`src/rtl/sts_pkg.sv`:
```
// Shared constants and types of the smoothed temperature sensor.
package sts_pkg;

  localparam int WINDOW_DEF  = 32;
  localparam int QUEUE_DEPTH = 4;

  localparam int SAMPLE_W = 10;
  localparam int AREF_W   = 11;
  localparam int RAW_W    = 10;
  localparam int CENTI_W  = 14;
  localparam int DECI_W   = 12;

  localparam int IN_TDATA_W  = 16;
  localparam int OUT_PAD_W   = 4;
  localparam int OUT_TDATA_W = RAW_W + CENTI_W + DECI_W + OUT_PAD_W;

  localparam logic [AREF_W-1:0] AREF_RESET = 11'd1076;
  localparam int FULL_SCALE = 1023;
  localparam int AREF_FULL  = 2047;

  localparam logic [CENTI_W-1:0] CENTI_MAX   = 14'h3FFF;
  localparam logic [DECI_W-1:0]  DECI_OFFSET = 12'd320;
  // Fahrenheit scale 18/100 reduced to 9/50.
  localparam int DECI_MUL = 9;
  localparam int DECI_DIV = 50;

  typedef struct packed {
    logic [RAW_W-1:0]   raw_average;
    logic [CENTI_W-1:0] temp_centi_celsius;
    logic [DECI_W-1:0]  temp_deci_fahrenheit;
    logic               too_hot;
  } sts_result_t;

endpackage

```
`src/rtl/sts_queue.sv`:
```
// Short FIFO of running totals between the front and back ends.
module sts_queue #(
  parameter int WIDTH = 16,
  parameter int DEPTH = sts_pkg::QUEUE_DEPTH
) (
  input  logic                       clk,
  input  logic                       rst,
  input  logic                       push,
  input  logic [WIDTH-1:0]           push_data,
  input  logic                       pop,
  output logic                       pop_valid,
  output logic [WIDTH-1:0]           pop_data,
  output logic [$clog2(DEPTH+1)-1:0] level
);
  import sts_pkg::*;

  localparam int PTR_W = $clog2(DEPTH);
  localparam int LVL_W = $clog2(DEPTH + 1);
  localparam logic [PTR_W-1:0] PTR_LAST = PTR_W'(DEPTH - 1);

  logic [WIDTH-1:0] slots [DEPTH];
  logic [PTR_W-1:0] wr_ptr;
  logic [PTR_W-1:0] rd_ptr;

  assign pop_valid = (level != '0);
  assign pop_data  = slots[rd_ptr];

  always_ff @(posedge clk) begin
    if (rst) begin
      wr_ptr <= '0;
      rd_ptr <= '0;
      level  <= '0;
    end else begin
      if (push) begin
        wr_ptr <= (wr_ptr == PTR_LAST) ? '0 : wr_ptr + PTR_W'(1);
      end
      if (pop) begin
        rd_ptr <= (rd_ptr == PTR_LAST) ? '0 : rd_ptr + PTR_W'(1);
      end
      if (push && !pop) begin
        level <= level + LVL_W'(1);
      end else if (pop && !push) begin
        level <= level - LVL_W'(1);
      end
    end
  end

  always_ff @(posedge clk) begin
    if (push) begin
      slots[wr_ptr] <= push_data;
    end
  end

endmodule

```
`config.mk`:
```
export PLATFORM = sky130hd
export DESIGN_NAME = sts_queue
export DESIGN_NICKNAME = d
export VERILOG_FILES = /design/src/rtl/sts_pkg.sv /design/src/rtl/sts_queue.sv
export SDC_FILE = /design/constraint.sdc
export NUM_CORES = 1
export LEC_CHECK = 0
export ABC_CLOCK_PERIOD_IN_PS = 2400
export BUFFER_PORTS_ARGS = -buffer_cell sky130_fd_sc_hd__buf_2
export CAP_MARGIN = 20
export CORE_MARGIN = 2
export CORE_UTILIZATION = 35
export CTS_CLUSTER_DIAMETER = 200
export DETAILED_ROUTE_END_ITERATION = 10
export SKIP_CTS_REPAIR_TIMING = 1
export SLEW_MARGIN = 15
export SYNTH_ARGS = -nofsm -noshare
export SYNTH_HDL_FRONTEND = slang
export SYNTH_SLANG_ARGS = --single-unit
```
`constraint.sdc`:
```
create_clock -name clk -period 2.4 [get_ports clk]
set_clock_uncertainty 0.2 [all_clocks]
set_input_delay 0.36 -clock clk [delete_from_list [all_inputs] [get_ports clk]]
set_output_delay 0.36 -clock clk [all_outputs]
set_load 0.01 [all_outputs]
```
-- Word-level counts from Yosys, hierarchy flattened
Memories as Yosys holds them, arrays and structs flattened. A register that Yosys moved wholly into a read port is not among the register bits.
Index checks and enable logic that the tools add are counted.
- memories kept: 1
- word-level logic and storage cells: 24
- RAM bits: 64
- bits in registers: 7
- output and inout port bits: 20
- memories (memory ; depth ; width ; read ports ; clocked after Yosys merged registers in ; write ports ; RTL line ; RTL):
    slots ; 4 ; 16 ; 1 ; 1 ; 1 ; sts_queue.sv:21 ; logic [WIDTH-1:0] slots [DEPTH];
- equal/unequal tests: 2
- add/subtract/negate cells: 4
- reduce and logical (&&, ||, !) cells: 6
- mux-type cells: 8
- operators by type and width (kind ; count):
    $mux 2 ; 4
    $mux 3 ; 2
    $add 2x1->2 const B ; 2
    $eq 2x2->1 const B ; 2
    $add 3x1->3 const B ; 1
    $reduce_bool 3->1 ; 1
    $sub 3x1->3 const B ; 1
    $logic_and 1x1->1 ; 2
    $logic_not 1->1 ; 2
    $mux 1 ; 2
    $reduce_bool 2->1 ; 1

-- Depth between registers and ports, before layout
- depth in word-level cells: 4
- gate-level depth with buffers: 7
- depth with buffers taken out: 7

-- Worst setup path before layout
No wires, ideal clock.
- kind: input port to flip-flop
- start point: input port pop
- end point: register level[2]
- stages: 7
- library setup time: 0.070 ns
- data required time: 2.130 ns
- path slack: 0.578 ns
- arrival: 1.552 ns
- cells stage by stage: inv_1 ha_1 inv_1 fa_1 xor2_1 or3_1 a21oi_1
- cells in the longest elaborated chain, start to end: 3
- elaborated cells on any way between the ends: 5
- classes of those cells: 1 x mux; 4 x reduce/logical
- ends and longest elaborated chain (what ; RTL line ; RTL):
    start: declaration ; sts_queue.sv:10 ; input logic pop,
    $logic_not 1->1 ; sts_queue.sv:40 ; if (push && !pop) begin
    $logic_and 1x1->1 ; sts_queue.sv:40 ;
    $mux 3 or $reduce_bool 2->1 (tied branches) ; -- ;
    end signal: assignment ; sts_queue.sv:41 ; level <= level + LVL_W'(1);
    end signal: assignment ; sts_queue.sv:43 ; level <= level - LVL_W'(1);
    end: declaration ; sts_queue.sv:13 ; output logic [$clog2(DEPTH+1)-1:0] level
Several ways; a longest one is shown, not always the timed one.
A chain may end at the register's enable or synchronous reset.

==> impl_metrics.env <==
export IMPL_cp_end_kind="primary output"
export IMPL_syn_cell_area_um2=2783
export IMPL_syn_to_final_growth_pct=17.04
export IMPL_power_mw=2.526
export IMPL_synth_top_area_cell="edfxtp_1"
export IMPL_hold_depth=1
export IMPL_start_util_pct=36.01
export IMPL_synth_top_area_share_pct=69.06
export IMPL_cts_buffers=9
export IMPL_vias=1327
export IMPL_syn_inst=128
export IMPL_synth_warnings=0
export IMPL_gr_usage_all_layers_pct=12.10
export IMPL_hold_viol_final=0
export IMPL_globalplace_congestion=0.7401
export IMPL_clk_pin_slew_ns=0.07
export IMPL_crit_required_ns=1.84
export IMPL_io_buffers=39
export IMPL_synth_seq_cells=73
export IMPL_wire_per_inst_um=16.47
export IMPL_fin_tns_setup_ns=0
export IMPL_cp_arrival_ns=1.73
export IMPL_finalWirelength_um=4695
export IMPL_p_per_area_nw_per_um2=775.7
export IMPL_status="finished clean"
export IMPL_period_minus_slack_ns=2.291
export IMPL_hp_start="push_data[11]"
export IMPL_worst_r2r_path_depth=3
export IMPL_globalRouteOverflowTotal=0
export IMPL_reg2reg_from="wr_ptr[0]"
export IMPL_p_leak_nw=1.171
export IMPL_criticalPathCategory="reg2out"
export IMPL_vias_per_cell=4.656
export IMPL_cap_viol_max_count=0
export IMPL_design_final_nets=205
export IMPL_rows=32
export IMPL_io_pins=40
export IMPL_start_kind="flop"
export IMPL_ys_types=18
export IMPL_dp_cells=269
export IMPL_syn_num_nets=155
export IMPL_yosysSeqAreaShare_pct=75.54
export IMPL_r2r_slack_ns=0.55
export IMPL_grt_pass1_vias=1476
export IMPL_min_to="slots[1][11]"
export IMPL_die_area_um2=8680
export IMPL_drtAntennaViolNets=0
export IMPL_rsz0062_at_grt="no"
export IMPL_fin_crit_sh_pct=95.46
export IMPL_path_max_fanout=16
export IMPL_drc=0
export IMPL_worst_slew_pin_slew_ns=0.8647
export IMPL_htree_num_levels=3
export IMPL_grt_pass1_wl_um=7534
export IMPL_cts_tree="done"
export IMPL_syn_avg_cell_area_um2=21.74
export IMPL_yosys_top_cells_area="edfxtp_1, mux4_2, dfxtp_1, mux4_1, ha_1"
export IMPL_hold_path_class="in2reg"
export IMPL_slew_viol_final=0
export IMPL_coreArea_um2=7727
export IMPL_die_height_um=93.17
export IMPL_setup_viol=0
export IMPL_grt_start_max_net_pins=17
export IMPL_clockBufferDepth=2
export IMPL_finalNonFillerCells=285
export IMPL_peakVddDrop_v=0.0003381
export IMPL_antenna_found_initial=1
export IMPL_die_x_um=93.17
export IMPL_antenna_cells=0
export IMPL_slew_limit_headroom_pct=42.35
export IMPL_drtIter0Drc=73
export IMPL_fmax_ghz=0.4365
export IMPL_hpwlAfterDp_um=3039
export IMPL_clk_latency_ns=0.33
export IMPL_dr_pass1_iters=3
export IMPL_cts_root_buffer="clkbuf_8"
export IMPL_drive_gt1_share_pct=36.61
export IMPL_clock_sinks=73
export IMPL_rr_endpoint="slots[0][3]"
## through the flow
stage                     area, um2  worst slack, ns  util (%)  hold WS, ns
after floorplan                2783           0.5784         -       0.2291
after global placement         3094           0.4251     40.04       0.2734
after detailed placement       3094           0.3288     40.04       0.3083
after CTS                      3257          0.06102     42.15      0.02304
after global routing           3257          0.01281     42.15      0.02836
final                          3257           0.1089     42.15      0.03857
## kinds of logic after synthesis
family          share of synthesized area [%]
flops                                   75.54
mux                                     14.84
simple gates                            2.697
buf+inv                                 2.158
fa+ha+maj                               3.417
compound gates                         0.7191
xor+xnor                               0.6296
## cells in the mapped netlist, drive strengths merged
cell type,n
inv,5
edfxtp,64
nor2,6
buf,4
mux4,16
or3,2
ha,6
o21ai,1
mux2i,3
a21oi,3
nor3b,2
fa,1
and2,4
dfxtp,9
xor2,2
## routing by layer
metal / wire length (um) / global-route usage [%] / share of wire [%] / vias up
li1: - / - / - / 615
met1: 1961 / 14.18 / 42 / 666
met2: 2372 / 20.05 / 51 / 36
met3: 283 / 3.787 / 6.0 / 8
met4: 63 / 6.250 / 1.3 / 2
met5: 13 / 0 / 0.28 / -
## how the worst max path moves through the flow
stage	end	cells past startpoint
2_1_floorplan	level[2]	7
3_3_place_gp	level[2]	8
3_5_place_dp	level[2]	8
4_1_cts	pop_data[11]	3
5_1_grt	pop_data[11]	3
6_report	pop_data[1]	3
## registers in the layout, indices dropped and copies added, names as in the netlist, named ones only
register and count:
slots 64, wr_ptr 2, rd_ptr 2, level 3
## layout make-up
cell class,instances,area (um2)
Timing Repair Buffer,43,225.2
Fill cell,701,4471
Multi-Input combinational cell,46,620.6
Clock buffer,10,127.6
Tap cell,102,127.6
Clock inverter,6,35.03
Sequential cell,73,2102
Inverter,5,18.77
## critical path, stage by stage, from the launching register on
cell and delay (ns):
dfxtp_1 0.31, buf_4 0.30, mux4_1 0.61, buf_2 0.17
## cells in the final DEF, fill, tap and decap left out
master,Yosys,final
nor2_1,6,6
buf_2,2,39
clkinv_1,0,1
mux2i_1,3,3
clkbuf_1,0,1
o21ai_0,1,1
ha_1,6,6
mux4_2,10,10
or3_1,2,2
buf_4,0,4
clkinv_4,0,1
mux4_1,6,6
inv_1,5,5
dfxtp_1,9,9
nor3b_1,2,2
fa_1,1,1
a21oi_1,3,3
edfxtp_1,64,64
and2_1,4,4
clkinv_2,0,3
xor2_1,2,2
clkinvlp_4,0,1
clkbuf_8,0,9
## report_power, final
part           switching [mW]  internal [mW]  total, mW
clock                   0.429          0.368      0.796
sequential             0.0242           1.44       1.47
combinational           0.139          0.124      0.263
(Power assumes the default switching activity.)
