[src/rtl/sts_pkg.sv]
// Shared constants and types of the smoothed temperature sensor.
package sts_pkg;

  localparam int WINDOW_DEF  = 32;
  localparam int QUEUE_DEPTH = 4;

  localparam int SAMPLE_W = 10;
  localparam int AREF_W   = 11;
  localparam int RAW_W    = 10;
  localparam int CENTI_W  = 14;
  localparam int DECI_W   = 12;

  localparam int IN_TDATA_W  = 16;
  localparam int OUT_PAD_W   = 4;
  localparam int OUT_TDATA_W = RAW_W + CENTI_W + DECI_W + OUT_PAD_W;

  localparam logic [AREF_W-1:0] AREF_RESET = 11'd1076;
  localparam int FULL_SCALE = 1023;
  localparam int AREF_FULL  = 2047;

  localparam logic [CENTI_W-1:0] CENTI_MAX   = 14'h3FFF;
  localparam logic [DECI_W-1:0]  DECI_OFFSET = 12'd320;
  // Fahrenheit scale 18/100 reduced to 9/50.
  localparam int DECI_MUL = 9;
  localparam int DECI_DIV = 50;

  typedef struct packed {
    logic [RAW_W-1:0]   raw_average;
    logic [CENTI_W-1:0] temp_centi_celsius;
    logic [DECI_W-1:0]  temp_deci_fahrenheit;
    logic               too_hot;
  } sts_result_t;

endpackage

[src/rtl/sts_back.sv]
// Back end: scale the running total into average, Celsius and Fahrenheit.
module sts_back #(
  parameter int WINDOW = sts_pkg::WINDOW_DEF
) (
  input  logic                                           clk,
  input  logic                                           rst,
  input  logic [sts_pkg::AREF_W-1:0]                     aref,
  input  logic                                           q_valid,
  input  logic [$clog2(sts_pkg::FULL_SCALE*WINDOW+1)-1:0] q_total,
  output logic                                           q_pop,
  output logic                                           m_valid,
  input  logic                                           m_ready,
  output sts_pkg::sts_result_t                           result
);
  import sts_pkg::*;

  localparam int TOT_W = $clog2(FULL_SCALE * WINDOW + 1);
  localparam int PC_W  = TOT_W + AREF_W;

  // Exact division by a constant: floor(x * ceil(2^S / D) / 2^S).
  localparam int DIV_C = 100 * WINDOW;
  localparam int SH_C  = PC_W + $clog2(DIV_C);
  localparam int PCC_W = 2 * PC_W + 1;
  localparam logic [63:0] MUL_C = ((64'd1 << SH_C) + 64'(DIV_C) - 64'd1) / 64'(DIV_C);

  localparam int SH_R = TOT_W + $clog2(WINDOW);
  localparam int PR_W = 2 * TOT_W + 1;
  localparam logic [63:0] MUL_R = ((64'd1 << SH_R) + 64'(WINDOW) - 64'd1) / 64'(WINDOW);

  localparam int CEN_MAXV = (FULL_SCALE * WINDOW * AREF_FULL) / (100 * WINDOW);
  localparam int CEN_W    = $clog2(CEN_MAXV + 1);
  localparam int X_W      = $clog2(CEN_MAXV * DECI_MUL + 1);
  localparam int SH_F     = X_W + $clog2(DECI_DIV);
  localparam int PF_W     = 2 * X_W + 1;
  localparam logic [63:0] MUL_F =
    ((64'd1 << SH_F) + 64'(DECI_DIV) - 64'd1) / 64'(DECI_DIV);

  logic advance;
  logic v1, v2, v3, v4;

  logic [PC_W-1:0]    p1_prod_c;
  logic [PR_W-1:0]    p1_prod_r;
  logic               p1_hot;
  logic [PCC_W-1:0]   prod_c2;
  logic [CEN_W-1:0]   p2_centi;
  logic [RAW_W-1:0]   p2_raw;
  logic               p2_hot;
  logic [X_W-1:0]     p3_x9;
  logic [CENTI_W-1:0] p3_centi;
  logic [RAW_W-1:0]   p3_raw;
  logic               p3_hot;
  logic [PF_W-1:0]    p4_prod_f;
  logic [CENTI_W-1:0] p4_centi;
  logic [RAW_W-1:0]   p4_raw;
  logic               p4_hot;

  // The whole pipe moves when the output register is free or being taken.
  assign advance = !m_valid || m_ready;
  assign q_pop   = advance && q_valid;
  assign prod_c2 = PCC_W'(p1_prod_c) * PCC_W'(MUL_C);

  always_ff @(posedge clk) begin
    if (rst) begin
      v1      <= 1'b0;
      v2      <= 1'b0;
      v3      <= 1'b0;
      v4      <= 1'b0;
      m_valid <= 1'b0;
    end else if (advance) begin
      v1      <= q_valid;
      v2      <= v1;
      v3      <= v2;
      v4      <= v3;
      m_valid <= v4;
    end
  end

  always_ff @(posedge clk) begin
    if (advance) begin
      p1_prod_c <= PC_W'(q_total) * PC_W'(aref);
      p1_prod_r <= PR_W'(q_total) * PR_W'(MUL_R);
      p1_hot    <= (q_total == TOT_W'(FULL_SCALE * WINDOW));

      p2_centi <= prod_c2[SH_C +: CEN_W];
      p2_raw   <= p1_prod_r[SH_R +: RAW_W];
      p2_hot   <= p1_hot;

      p3_x9    <= X_W'(p2_centi) * X_W'(DECI_MUL);
      p3_centi <= (p2_centi > CEN_W'(CENTI_MAX)) ? CENTI_MAX : p2_centi[CENTI_W-1:0];
      p3_raw   <= p2_raw;
      p3_hot   <= p2_hot;

      p4_prod_f <= PF_W'(p3_x9) * PF_W'(MUL_F);
      p4_centi  <= p3_centi;
      p4_raw    <= p3_raw;
      p4_hot    <= p3_hot;

      result.raw_average          <= p4_raw;
      result.temp_centi_celsius   <= p4_centi;
      result.temp_deci_fahrenheit <= p4_prod_f[SH_F +: DECI_W] + DECI_OFFSET;
      result.too_hot              <= p4_hot;
    end
  end

endmodule

[config.mk]
export PLATFORM = sky130hd
export DESIGN_NAME = sts_back
export DESIGN_NICKNAME = d
export VERILOG_FILES = /design/src/rtl/sts_pkg.sv /design/src/rtl/sts_back.sv
export SDC_FILE = /design/constraint.sdc
export NUM_CORES = 2
export LEC_CHECK = 0
export BUFFER_PORTS_ARGS = -buffer_cell sky130_fd_sc_hd__buf_2
export CORE_MARGIN = 8
export CORE_UTILIZATION = 45
export CTS_BUF_LIST = sky130_fd_sc_hd__clkbuf_16
export DETAILED_ROUTE_END_ITERATION = 8
export SYNTH_ARGS = -nofsm -noshare
export SYNTH_HDL_FRONTEND = slang
export SYNTH_SLANG_ARGS = --single-unit
[constraint.sdc]
create_clock -name clk -period 16.89 [get_ports clk]
set_input_delay 1.689 -clock clk [delete_from_list [all_inputs] [get_ports clk]]
set_output_delay 1.689 -clock clk [all_outputs]
set_load 0.02 [all_outputs]
Word level (Yosys, flattened, before mapping)
Index checks and enable logic that the tools add are counted.
{"block": "op_classes", "order_cmp": 1, "add_sub_neg": 1, "n_reduce_logical": 3, "eq_ne": 1, "mul": 4}
{"cell": "26-bit by 26-bit multiplier with 52-bit output, second input constant", "n": 1}
{"cell": "18-bit by 19-bit multiplier with 36-bit output, second input constant", "n": 1}
{"cell": "15-bit by 11-bit multiplier with 26-bit output", "n": 1}
{"cell": "15-bit by 4-bit multiplier with 18-bit output, second input constant", "n": 1}
{"cell": "15-bit equality test, second input constant", "n": 1}
{"cell": "15-bit by 14-bit > comparator with 1-bit output, second input constant", "n": 1}
{"cell": "12-bit by 9-bit adder with 12-bit output, second input constant", "n": 1}
{"cell": "1-bit logical AND", "n": 1}
{"cell": "1-bit zero test", "n": 1}
{"cell": "1-bit logical OR", "n": 1}
{"block": "word_totals", "in_bits": 30, "word_cells": 33, "register_bits": 214}

Longest topological paths before layout
{"block": "depth", "ltp_word": 3, "ltp_mapped": 23, "depth_no_buf": 23}

Least setup slack after synthesis
Ideal clock, no wire load.
{"block": "synth_path", "path_kind": "input port to output port", "startpoint": "input m_ready", "endpoint": "output q_pop", "slack_ps": 7672, "required_ps": 15201, "arrival_time_ps": 7529, "path_stages": 3, "n_path_buf": 1, "cell_sequence": "nand2b_1 clkbuf_1 and2_1"}
{"block": "synth_between", "elab_chain_cells": 2}
{"element": "from (decl)", "line_no": "sts_back.sv:12", "source": "input logic m_ready,"}
{"element": "1-bit logical OR", "line_no": "sts_back.sv:58", "source": "assign advance = !m_valid || m_ready;"}
{"element": "1-bit logical AND", "line_no": "sts_back.sv:59", "source": "assign q_pop = advance && q_valid;"}
{"element": "to (decl)", "line_no": "sts_back.sv:10", "source": "output logic q_pop,"}
No other way between the ends.

Worst setup path in the final report
{"block": "layout_path", "startpoint": "register p1_prod_c[8]", "endpoint": "register p2_centi[7] (data pin)"}
{"block": "layout_between", "elab_chain_cells": 1}
{"element": "from (decl)", "line_no": "sts_back.sv:41", "source": "logic [PC_W-1:0] p1_prod_c;"}
{"element": "from (signal assigned)", "line_no": "sts_back.sv:80", "source": "p1_prod_c <= PC_W'(q_total) * PC_W'(aref);"}
{"element": "26-bit by 26-bit multiplier with 52-bit output", "line_no": "sts_back.sv:60", "source": "assign prod_c2 = PCC_W'(p1_prod_c) * PCC_W'(MUL_C);"}
{"element": "net prod_c2[45]", "line_no": "sts_back.sv:44", "source": "logic [PCC_W-1:0] prod_c2;"}
{"element": "to (signal assigned)", "line_no": "sts_back.sv:84", "source": "p2_centi <= prod_c2[SH_C +: CEN_W];"}
{"element": "to (decl)", "line_no": "sts_back.sv:45", "source": "logic [CEN_W-1:0] p2_centi;"}
The timed path passes the listed nets, and every way through them passes these cells.
A chain may end at the register's enable or synchronous reset.

==> impl_metrics.toml <==
[run_status]
status = "finished clean"

[timing]
holdWs_ps = 416
hold_violations = 0
fin_crit_ps = 6790
tightestPinTransition_ps = 1070
max_freq_mhz = 147
tns_ps = 0
period_share = 0.402
drv_slew = 0
finalClockSkew_ps = 15.2
finalSetupViolations = 0
rsz0062_at_grt = "no"
max_slew_margin = 0.288

[logic_synthesis]
synth.distinct_cells = 60
synthMuxAreaShare = 0.00107
synth_cells = 2569
synth_xor_xnor_area_share = 0.0215
ys_ff_latch = 185
synth_top_family_by_area = "adder cells"
synth-compound-area-share = 0.0427
netlist_area_um2 = 28100
ys_warn_count = 0
synth_edf_count = 180
ys_seq_area_frac = 0.196
synth-async-reset-ratio = 0
syn_nets = 3603
synthAdderAreaFrac = 0.572
dominantRegCellSynth = "edfxtp_1"
synthSimpleGateAreaFrac = 0.0584
syn_area_per_cell_um2 = 11.0

[placement]
hpwl_mm = 53.1
portBuffers = 68
placed_cells = 3449
routabilityCongestion = 0.917

[clock_network]
cts_tree = "done"
cts_buffers = 17
post_cts_resized = 0
postCtsSetupBuffers = 0
ctsRootBufferMaster = "clkbuf_16"
cts_sinks = 185
clk_latency_ps = 460
htree_levels = 4
ctsHoldBuffers = 0
clockBufferDepth = 2
path_clk_slew_ps = 80

[cells_and_area]
syn2layout_area_growth_pct = 6.82
stdcell_count = 3481
num-fill-cells = 5655
finalNetCount = 3665
antennaDiodeCount = 0
drive_above_1_share = 0.0533
fin_util = 0.486

[setup_path]
critPathRequiredTime_ps = 17100
cp_max_fo = 9
critical_path.startpoint = "p1_prod_c[8]"
r2r-start = "p1_prod_c[8]"
worstSetupPathType = "register to register"
worstSetupStartpointType = "register"
endpoint_kind = "register"
arrival_ps = 7010

[grt]
overflow = 0
antenna_found_initial = 0
grt_max_degree = 80
grt_pass1_wl_mm = 100
grt_use_total = 0.180
grt_pass1_vias = 19300

[flow_run]
drv_cap = 0

[routing]
dr.first_iter.drc_count = 790
first_pass_iters = 4
viasPerCell = 4.91
wl_per_cell_um = 17.6
drc_errors = 0
wl_mm = 61.4
antenna_left = 0
vias = 17100

[die]
rows = 91
core_um2 = 61800
die-area_um2 = 70800
ios = 69
die_w_um = 266
start_util = 0.455
dieHeight_um = 266

[min_path]
hp-start = "p3_centi[5]"
hp-class = "register to register"
state kept, by name, summed over array words and instances, names as in the netlist, 10 cells and up:
name and count:
p1_prod_c 26, p1_prod_r 10, p2_centi 15, p2_raw 10, p3_centi 14, p3_raw 10, p3_x9 18, p4_centi 14
p4_prod_f 12, p4_raw 10, result 37
layout by cell type, fill, tap and decap left out, types with 4 or more instances in the layout:
cell type and n:
inv_1 785, ha_1 532, fa_1 472, edfxtp_1 180, nand2_1 116, and2_1 74
buf_2 68, nor2_1 51, a21oi_1 48, xnor2_1 47, o21ai_0 25, a21o_1 22
xor2_1 22, nand3_1 18, clkbuf_16 17, or2_2 16, nand4_1 14, nor3_1 11
a211oi_1 10, o21bai_1 7, o211ai_1 7, o21a_1 6, nor2b_1 5, o21ai_1 5
dfxtp_1 5, nand2b_1 4, inv_6 4
final cells by class:
type	count	area (um2)	share of cell area
Tap cell	837	1050	0.0348
Multi-Input combinational cell	1571	19600	0.652
Clock buffer	17	425	0.0142
Sequential cell	185	5510	0.183
Clock inverter	15	180	0.00599
Inverter	785	2950	0.0980
Timing Repair Buffer	71	363	0.0121
Yosys cell counts, types with 5 or more instances:
cell type	instances	area, um2
nand3_1	18	90.1
clkbuf_1	28	105
a211oi_1	10	75.1
xor2_1	22	193
o21ai_1	5	25.0
o211ai_1	7	52.6
ha_1	532	6660
nand4_1	14	87.6
nand2_1	116	435
nand2b_1	5	31.3
nor2_1	51	191
fa_1	472	9450
inv_1	785	2950
o21ai_0	25	125
or2_2	16	100
a21oi_1	48	240
and2_1	74	463
dfxtp_1	5	100
edfxtp_1	180	5410
nor3_1	11	55.1
nor2b_1	5	31.3
o21a_1	6	45.0
xnor2_1	47	412
o21bai_1	7	52.6
a21o_1	22	165
final timing paths:
check	slack [ps]	end	depth (start not counted)
max	10100	p2_centi[7]	23
min	420	p4_centi[5]	0
max reg2reg	10100	p2_centi[7]	23
min reg2reg	420	p4_centi[5]	0
metal layers:
metal / global-route usage / share of wire / wire, um
met2: 0.331 / 0.53 / 32300
met4: 0.0458 / 0.018 / 1130
met5: 0 / 0 / 0
met1: 0.224 / 0.43 / 26300
met3: 0.0192 / 0.027 / 1640
kinds of logic (layout without fill, tap and decap cells):
group,after synthesis,after routing
fa+ha+maj,1004,1004
compound gates,165,165
simple gates,330,330
buf+inv,813,888
flops,185,185
mux,3,3
xor+xnor,69,69
worst max-delay path, stage by stage, from the launching register on:
cell	delay, ps
edfxtp_1	640
ha_1	450
inv_1	80
fa_1	530
inv_1	50
fa_1	490
inv_1	50
fa_1	480
inv_1	60
fa_1	500
fa_1	540
inv_1	60
fa_1	530
inv_1	50
ha_1	310
nand4_1	130
o21bai_1	110
o21ai_0	210
a211oi_1	100
nor4_1	420
o211ai_1	220
a21oi_1	240
o21ai_0	140
xor2_1	150
stage by stage:
step | cell area, um2 | setup slack (ps)
global placement | 29500 | 10160
detailed placement | 29500 | 10060
floorplan | 28100 | 7670
global route | 30100 | 9700
finish | 30100 | 10100
CTS | 30100 | 10080
Power is not shown: default switching activity piles up to over one toggle a cycle in this logic, so the estimate is an artifact.
