[config.mk]
export PLATFORM = sky130hd
export DESIGN_NAME = sts_front
export DESIGN_NICKNAME = d
export VERILOG_FILES = /design/src/rtl/sts_pkg.sv /design/src/rtl/sts_ram.sv /design/src/rtl/sts_front.sv
export SDC_FILE = /design/constraint.sdc
export NUM_CORES = 1
export LEC_CHECK = 0
export ABC_AREA = 1
export BUFFER_PORTS_ARGS = -buffer_cell sky130_fd_sc_hd__buf_2
export CORE_ASPECT_RATIO = 0.5
export CORE_MARGIN = 2
export CORE_UTILIZATION = 63
export DETAILED_ROUTE_END_ITERATION = 12
export GPL_ROUTABILITY_DRIVEN = 0
export PLACE_DENSITY = 0.8
export SLEW_MARGIN = 20
export SYNTH_ARGS = -nofsm -noshare
export SYNTH_HDL_FRONTEND = slang
export SYNTH_HIERARCHICAL = 1
export SYNTH_SLANG_ARGS = --single-unit
export TNS_END_PERCENT = 10
[constraint.sdc]
create_clock -name clk -period 2.6 [get_ports clk]
set_clock_uncertainty 0.1 [all_clocks]
set_input_delay 0.13 -clock clk [delete_from_list [all_inputs] [get_ports clk]]
set_output_delay 0.13 -clock clk [all_outputs]
set_load 0.01 [all_outputs]
[src/rtl/sts_pkg.sv]
// Shared constants and types of the smoothed temperature sensor.
package sts_pkg;

  localparam int WINDOW_DEF  = 32;
  localparam int QUEUE_DEPTH = 4;

  localparam int SAMPLE_W = 10;
  localparam int AREF_W   = 11;
  localparam int RAW_W    = 10;
  localparam int CENTI_W  = 14;
  localparam int DECI_W   = 12;

  localparam int IN_TDATA_W  = 16;
  localparam int OUT_PAD_W   = 4;
  localparam int OUT_TDATA_W = RAW_W + CENTI_W + DECI_W + OUT_PAD_W;

  localparam logic [AREF_W-1:0] AREF_RESET = 11'd1076;
  localparam int FULL_SCALE = 1023;
  localparam int AREF_FULL  = 2047;

  localparam logic [CENTI_W-1:0] CENTI_MAX   = 14'h3FFF;
  localparam logic [DECI_W-1:0]  DECI_OFFSET = 12'd320;
  // Fahrenheit scale 18/100 reduced to 9/50.
  localparam int DECI_MUL = 9;
  localparam int DECI_DIV = 50;

  typedef struct packed {
    logic [RAW_W-1:0]   raw_average;
    logic [CENTI_W-1:0] temp_centi_celsius;
    logic [DECI_W-1:0]  temp_deci_fahrenheit;
    logic               too_hot;
  } sts_result_t;

endpackage

[src/rtl/sts_ram.sv]
// Generic single-write, single-read RAM with registered, read-first output.
module sts_ram #(
  parameter int WIDTH = 8,
  parameter int DEPTH = 16
) (
  input  logic                     clk,
  input  logic                     we,
  input  logic [$clog2(DEPTH)-1:0] waddr,
  input  logic [WIDTH-1:0]         wdata,
  input  logic [$clog2(DEPTH)-1:0] raddr,
  output logic [WIDTH-1:0]         rdata
);

  logic [WIDTH-1:0] mem [DEPTH];

  always_ff @(posedge clk) begin
    if (we) begin
      mem[waddr] <= wdata;
    end
    rdata <= mem[raddr];
  end

endmodule

[src/rtl/sts_front.sv]
// Front end: accept samples, keep the sample ring and the running total.
module sts_front #(
  parameter int WINDOW = sts_pkg::WINDOW_DEF
) (
  input  logic                                     clk,
  input  logic                                     rst,
  input  logic                                     s_valid,
  output logic                                     s_ready,
  input  logic [sts_pkg::SAMPLE_W-1:0]             s_sample,
  input  logic [$clog2(sts_pkg::QUEUE_DEPTH+1)-1:0] q_level,
  output logic                                     push,
  output logic [$clog2(sts_pkg::FULL_SCALE*WINDOW+1)-1:0] push_total
);
  import sts_pkg::*;

  localparam int POS_W  = $clog2(WINDOW);
  localparam int FILL_W = $clog2(WINDOW + 1);
  localparam int TOT_W  = $clog2(FULL_SCALE * WINDOW + 1);
  localparam int LVL_W  = $clog2(QUEUE_DEPTH + 1);
  localparam logic [POS_W-1:0]  POS_LAST  = POS_W'(WINDOW - 1);
  localparam logic [FILL_W-1:0] FILL_DONE = FILL_W'(WINDOW);

  logic [POS_W-1:0]    wr_pos;
  logic [FILL_W-1:0]   fill_count;
  logic                s1_valid;
  logic                s1_full;
  logic [SAMPLE_W-1:0] s1_sample;
  logic [SAMPLE_W-1:0] old_sample;
  logic [TOT_W-1:0]    total;
  logic [TOT_W-1:0]    total_next;
  logic [LVL_W-1:0]    in_flight;
  logic                accept;

  // Reserve a queue slot for the request still in the total stage.
  assign in_flight = q_level + LVL_W'(s1_valid);
  assign s_ready   = in_flight < LVL_W'(QUEUE_DEPTH);
  assign accept    = s_valid && s_ready;

  // Read the oldest sample and overwrite it in the same cycle.
  sts_ram #(
    .WIDTH(SAMPLE_W),
    .DEPTH(WINDOW)
  ) u_ring (
    .clk  (clk),
    .we   (accept),
    .waddr(wr_pos),
    .wdata(s_sample),
    .raddr(wr_pos),
    .rdata(old_sample)
  );

  assign total_next = total - (s1_full ? TOT_W'(old_sample) : '0) + TOT_W'(s1_sample);

  // Only requests past the fill phase produce a result.
  assign push       = s1_valid && s1_full;
  assign push_total = total_next;

  always_ff @(posedge clk) begin
    if (rst) begin
      wr_pos     <= '0;
      fill_count <= '0;
      s1_valid   <= 1'b0;
      total      <= '0;
    end else begin
      s1_valid <= accept;
      if (accept) begin
        wr_pos <= (wr_pos == POS_LAST) ? '0 : wr_pos + POS_W'(1);
        if (fill_count != FILL_DONE) begin
          fill_count <= fill_count + FILL_W'(1);
        end
      end
      if (s1_valid) begin
        total <= total_next;
      end
    end
  end

  always_ff @(posedge clk) begin
    if (accept) begin
      s1_sample <= s_sample;
      s1_full   <= (fill_count == FILL_DONE);
    end
  end

endmodule

# Word level (Yosys, flattened, before mapping)
# Memory sizes are Yosys's and may differ from the RTL's. A register that Yosys moved wholly into a read port is not among the register bits.
# Index checks and enable logic that the tools add are counted.
dict set report totals {
  reg_bits 38
  latchBits 0
  mem_bits_rw 320
  mem_bits_ro 0
  inputBits 16
  out_inout_bits 17
  elab_cells 23
  mem_count 1
}
dict set report classes {
  add_sub_neg 5
  mul 0
  n_div 0
  order_cmp 1
  eq_ne 3
  n_shift 0
  n_mux 4
  n_bitwise 0
  reduce_logical 3
}
# memory words width rd rd_ports_with_merged_regs write_ports line_no
set memory_table {}
lappend memory_table {u_ring.mem 32 10 1 1 1 sts_ram.sv:14} ;# logic [WIDTH-1:0] mem [DEPTH];
# op count
set ops {}
lappend ops {{$add 15x10->15} 1}
lappend ops {{$sub 15x10->15} 1}
lappend ops {{$mux 10} 1}
lappend ops {{$add 6x1->6 const B} 1}
lappend ops {{$eq 6x6->1 const B} 1}
lappend ops {{$ne 6x6->1 const B} 1}
lappend ops {{$add 5x1->5 const B} 1}
lappend ops {{$eq 5x5->1 const B} 1}
lappend ops {{$mux 5} 1}
lappend ops {{$add 3x1->3} 1}
lappend ops {{$lt 3x3->1 const B} 1}
lappend ops {{$logic_and 1x1->1} 2}
lappend ops {{$mux 1} 2}
lappend ops {{$reduce_and 2->1} 1}

# Logic depth before layout (Yosys ltp)
dict set report logic_depth {
  depth_word 5
  depth_mapped 17
  depth_no_buf 16
}

# Modules after synthesis
# The synthesis kept the hierarchy.
# module n_inst cells_per_inst area_per_inst_um2 seq_area_each_um2
set modules_own_cells {}
lappend modules_own_cells {sts_ram 1 1140 13330.3 9809.4}
lappend modules_own_cells {sts_front 1 419 2824.0 870.8}

# Worst setup path after synthesis
# OpenSTA, ideal clock, no wires.
dict set report synth_timing {
  path_type {register -> register}
  startpoint {reg s1_full}
  endpoint {reg total[8]}
  setup_ns 0.115
  arrival_ns 2.291
  required_time_ns 2.385
  setup_slack_ns 0.094
  path_stages_with_launch 14
  n_path_buf 1
  period_less_slack_ns 2.506
  cell_sequence {edfxtp_1 -> clkbuf_1 -> nand2_1 -> inv_1 -> fa_1 -> fa_1 -> inv_1 -> nand3_1 -> nand3_1 -> nand2_1 -> nand3_1 -> nand2_1 -> o21ai_0 -> inv_1}
}
dict set report synth_via {
  elab_chain_cells 3
}
# item line_no
set synth_lines {}
lappend synth_lines {{start, declared} sts_front.sv:26} ;# logic s1_full;
lappend synth_lines {{start signal, assigned} sts_front.sv:81} ;# s1_full <= (fill_count == FILL_DONE);
lappend synth_lines {{$mux 10} sts_front.sv:52} ;# assign total_next = total - (s1_full ? TOT_W'(old_sample) : '0) + TOT_W'(s1_sample);
lappend synth_lines {{$sub 15x10->15} sts_front.sv:52}
lappend synth_lines {{$add 15x10->15} sts_front.sv:52}
lappend synth_lines {{net push_total, one bit} sts_front.sv:12} ;# output logic [$clog2(sts_pkg::FULL_SCALE*WINDOW+1)-1:0] push_total
lappend synth_lines {{end signal, assigned} sts_front.sv:73} ;# total <= total_next;
lappend synth_lines {{end, declared} sts_front.sv:29} ;# logic [TOT_W-1:0] total;
# The timed path passes the listed nets, and every way through them passes these cells.
# A chain may end at the register's enable or synchronous reset.

# Final worst setup path
dict set report layout_timing {
  startpoint {reg s1_full}
  endpoint {out push_total[8] (netlist name)}
}
dict set report layout_via {
  elab_chain_cells 3
}
# item line_no
set layout_lines {}
lappend layout_lines {{$mux 10} sts_front.sv:52}
lappend layout_lines {{$sub 15x10->15} sts_front.sv:52}
lappend layout_lines {{$add 15x10->15} sts_front.sv:52}
lappend layout_lines {{end, declared} sts_front.sv:12}
# No other way between the ends.

==> reports/metrics.cfg <==
[finish]
finalNetCount=1672
layout-drive-gt1-share_pct=14.55
finalNonFillerCells=1994
fin_util_pct=72.87
areaGrowthSynthToFinish_pct=13.62
n_antenna_cell=0
post-route-cell-area_mm2=0.01836

[critical_path]
crit_path_top_delay_cell=fa_1
cp-end-kind=primary output
cp.arrival_ns=3.02
path_class=reg2out
crit_path_start=s1_full
cp.required_ns=2.37
crit_path_frequent_cell=nand2_1
critPathMaxStageDelay_ns=0.51
reg2reg_from=s1_full
worstRegToRegCells=18
crit_path_max_fanout=6
cp-start-kind=register
cp_cell_sequence=buf_6, nand2_1, inv_1, fa_1, inv_2, ha_4, buf_4, nand3_4, nand3_4, nand2_2, nand2_1, nand2_1, nand2_1, buf_2

[synthesis]
ys_seq_elements=368
synth_common_cells=nand2_1 (564), edfxtp_1 (331), nand3_1 (276)
ys_types=29
synth.avg_cell_area_um2=10.36
yosys.area.top_type=edfxtp_1
synthCells=1559
synth_ff_type=edfxtp_1
async_reset_ff_share_pct=0
yosysSeqAreaShare_pct=66.11
yosys-top-cells-area=edfxtp_1 (62%), nand2_1 (13%), nand3_1 (8.6%), dfxtp_1 (4.6%), inv_1 (3.0%)
synth_edf_count=331
synth.most_common_cell=nand2_1
yosysWarnings=6
netlist_area_mm2=0.01615
syn-num-nets=1604
synth_top_cell_area_share_pct=61.53

[pwr]
finalPower_mw=13.06
p_per_area_mw_per_mm2=711.8
leakagePower_nw=7.328
vdd.ir_drop.worst_mv=0.5415

[sta]
max_freq_ghz=0.3077
worst_pin_slew_ns=0.8435
finalWorstPathRequiredPeriod_ns=3.250
finalCritPeriodShare_pct=125.0
fin_ws_ns=-0.6502
whs_ns=0.02625
hold_viol=0
max_slew_margin_pct=43.69
setup_viol=22
rsz0062_at_grt=yes
finalMaxSlewViolations=0

[global_route]
grt_pass1_wl_um=60420
track_usage_pct=29.26
grt_max_degree=74
overflow=0
grt_antenna_before_repair=0
grt_pass1_vias=11230

[route]
vias=11860
avgViaCountPerCell=5.948
antenna_left=0
first_iter_violations=1578
dr.pass1.iters=5
wirelength_um=40020
drc=0
wl_per_cell_um=20.07

[place]
placed_cell_area_mm2=0.01681
dpl.hpwl_um=23060
place_inst=1921
io_buffers=32

[outcome]
violations=negative setup slack
status=finished with violations

[min_path]
worstHoldStart=q_level[2]
hp-class=in2reg
hold_depth=6

[cts]
ctsHtreeMaxLevel=1
cts_buffer_depth=3
clock_sinks=368
cts_root_buffer=clkbuf_16
clk_pin_slew_ns=0.06
cts_tree=built
numCtsBuffers=31
clk_latency_ns=0.58

[floorplanning]
rows=41
core-area_mm2=0.02519
start_util_pct=64.13
die_h_um=117.2
ios=33
fp.dieW_um=230.5
die_area_mm2=0.02702

[run]
drv_cap=0

-- metal layers --
layer | vias up | part of all wire (%) | track usage (%)
met3 | 136 | 11 | 5.208
met5 | - | 0 | 0
li1 | 5331 | - | -
met4 | 0 | 3.4 | 9.247
met2 | 759 | 46 | 48.25
met1 | 5634 | 39 | 40.52
-- power breakdown --
part / internal, mW / switching (mW) / leakage [nW]
clock: 2.48 / 2.04 / 0.473
sequential: 6.50 / 0.0429 / 3.29
combinational: 0.694 / 1.30 / 3.57
-- cells by family after synthesis --
logic type                 count (synthesis)  share of synthesized area [%]
DFF                                      368                          66.11
AOI/OAI and AO/OA                         43                          1.332
adders and majority gates                 29                          2.711
buffers and inverters                    207                          5.832
xor gates and xnor gates                  12                         0.6972
and+or+nand+nor                          900                          23.31
-- registers in the layout, summed over array words and instances (netlist names) --
signal and cells:
u_ring/mem 320, wr_pos 5, s1_valid 1, u_ring/rdata 10, fill_count 6, s1_full 1, s1_sample 10, total 15
-- worst max-delay path, delay by kind of cell (launching register included) --
| kind | cells | cell delay, ns |
|---|---|---|
| buffers and inverters | 5 | 0.57 |
| adder cells (fa/ha/maj) | 2 | 0.84 |
| flip-flops | 1 | 0.42 |
| AND/OR/NAND/NOR | 7 | 0.60 |
-- path summary, 6_finish.rpt --
path                   endpoint  slack (ns)
setup reg to reg      total[10]       -0.18
hold / removal    fill_count[5]        0.03
hold reg to reg        total[0]        0.39
setup / recovery  push_total[8]       -0.65
-- placed cells by master, fill, tap and decap left out, types with 16 or more instances in the layout --
cell	netlist	final
nor2_1	50	42
a21oi_1	30	25
clkbuf_16	0	31
nand3_1	276	266
inv_2	3	16
edfxtp_1	331	331
buf_4	12	63
nand2_1	564	532
inv_1	130	116
nand2_2	0	23
buf_2	21	31
dfxtp_1	37	35
-- area by class of cell --
type	count	area, um^2
fill	1582	6833
clock inverter	12	116.4
clock buffer	44	854.6
multi-input combinational	984	4943
inverter	135	511.7
timing repair buffer	107	813.3
tap	344	430.4
sequential	368	10690
-- timing repair --
action	CTS	global route
hold endpoints to repair	14	0
setup buffers	7	6
resized for setup	41	71
pin swaps	15	30
endpoints found under the setup margin	23	23
hold buffers	4	0
-- metrics by stage --
step | setup TNS [ns] | setup WS (ns)
floorplan | 0 | 0.09382
global placement | 0 | 0.01659
detailed placement | -0.4754 | -0.07374
CTS | -5.132 | -0.4380
global route | -10.15 | -0.7469
finish | -7.902 | -0.6502
No activity file was read; power rests on OpenSTA's default activity.
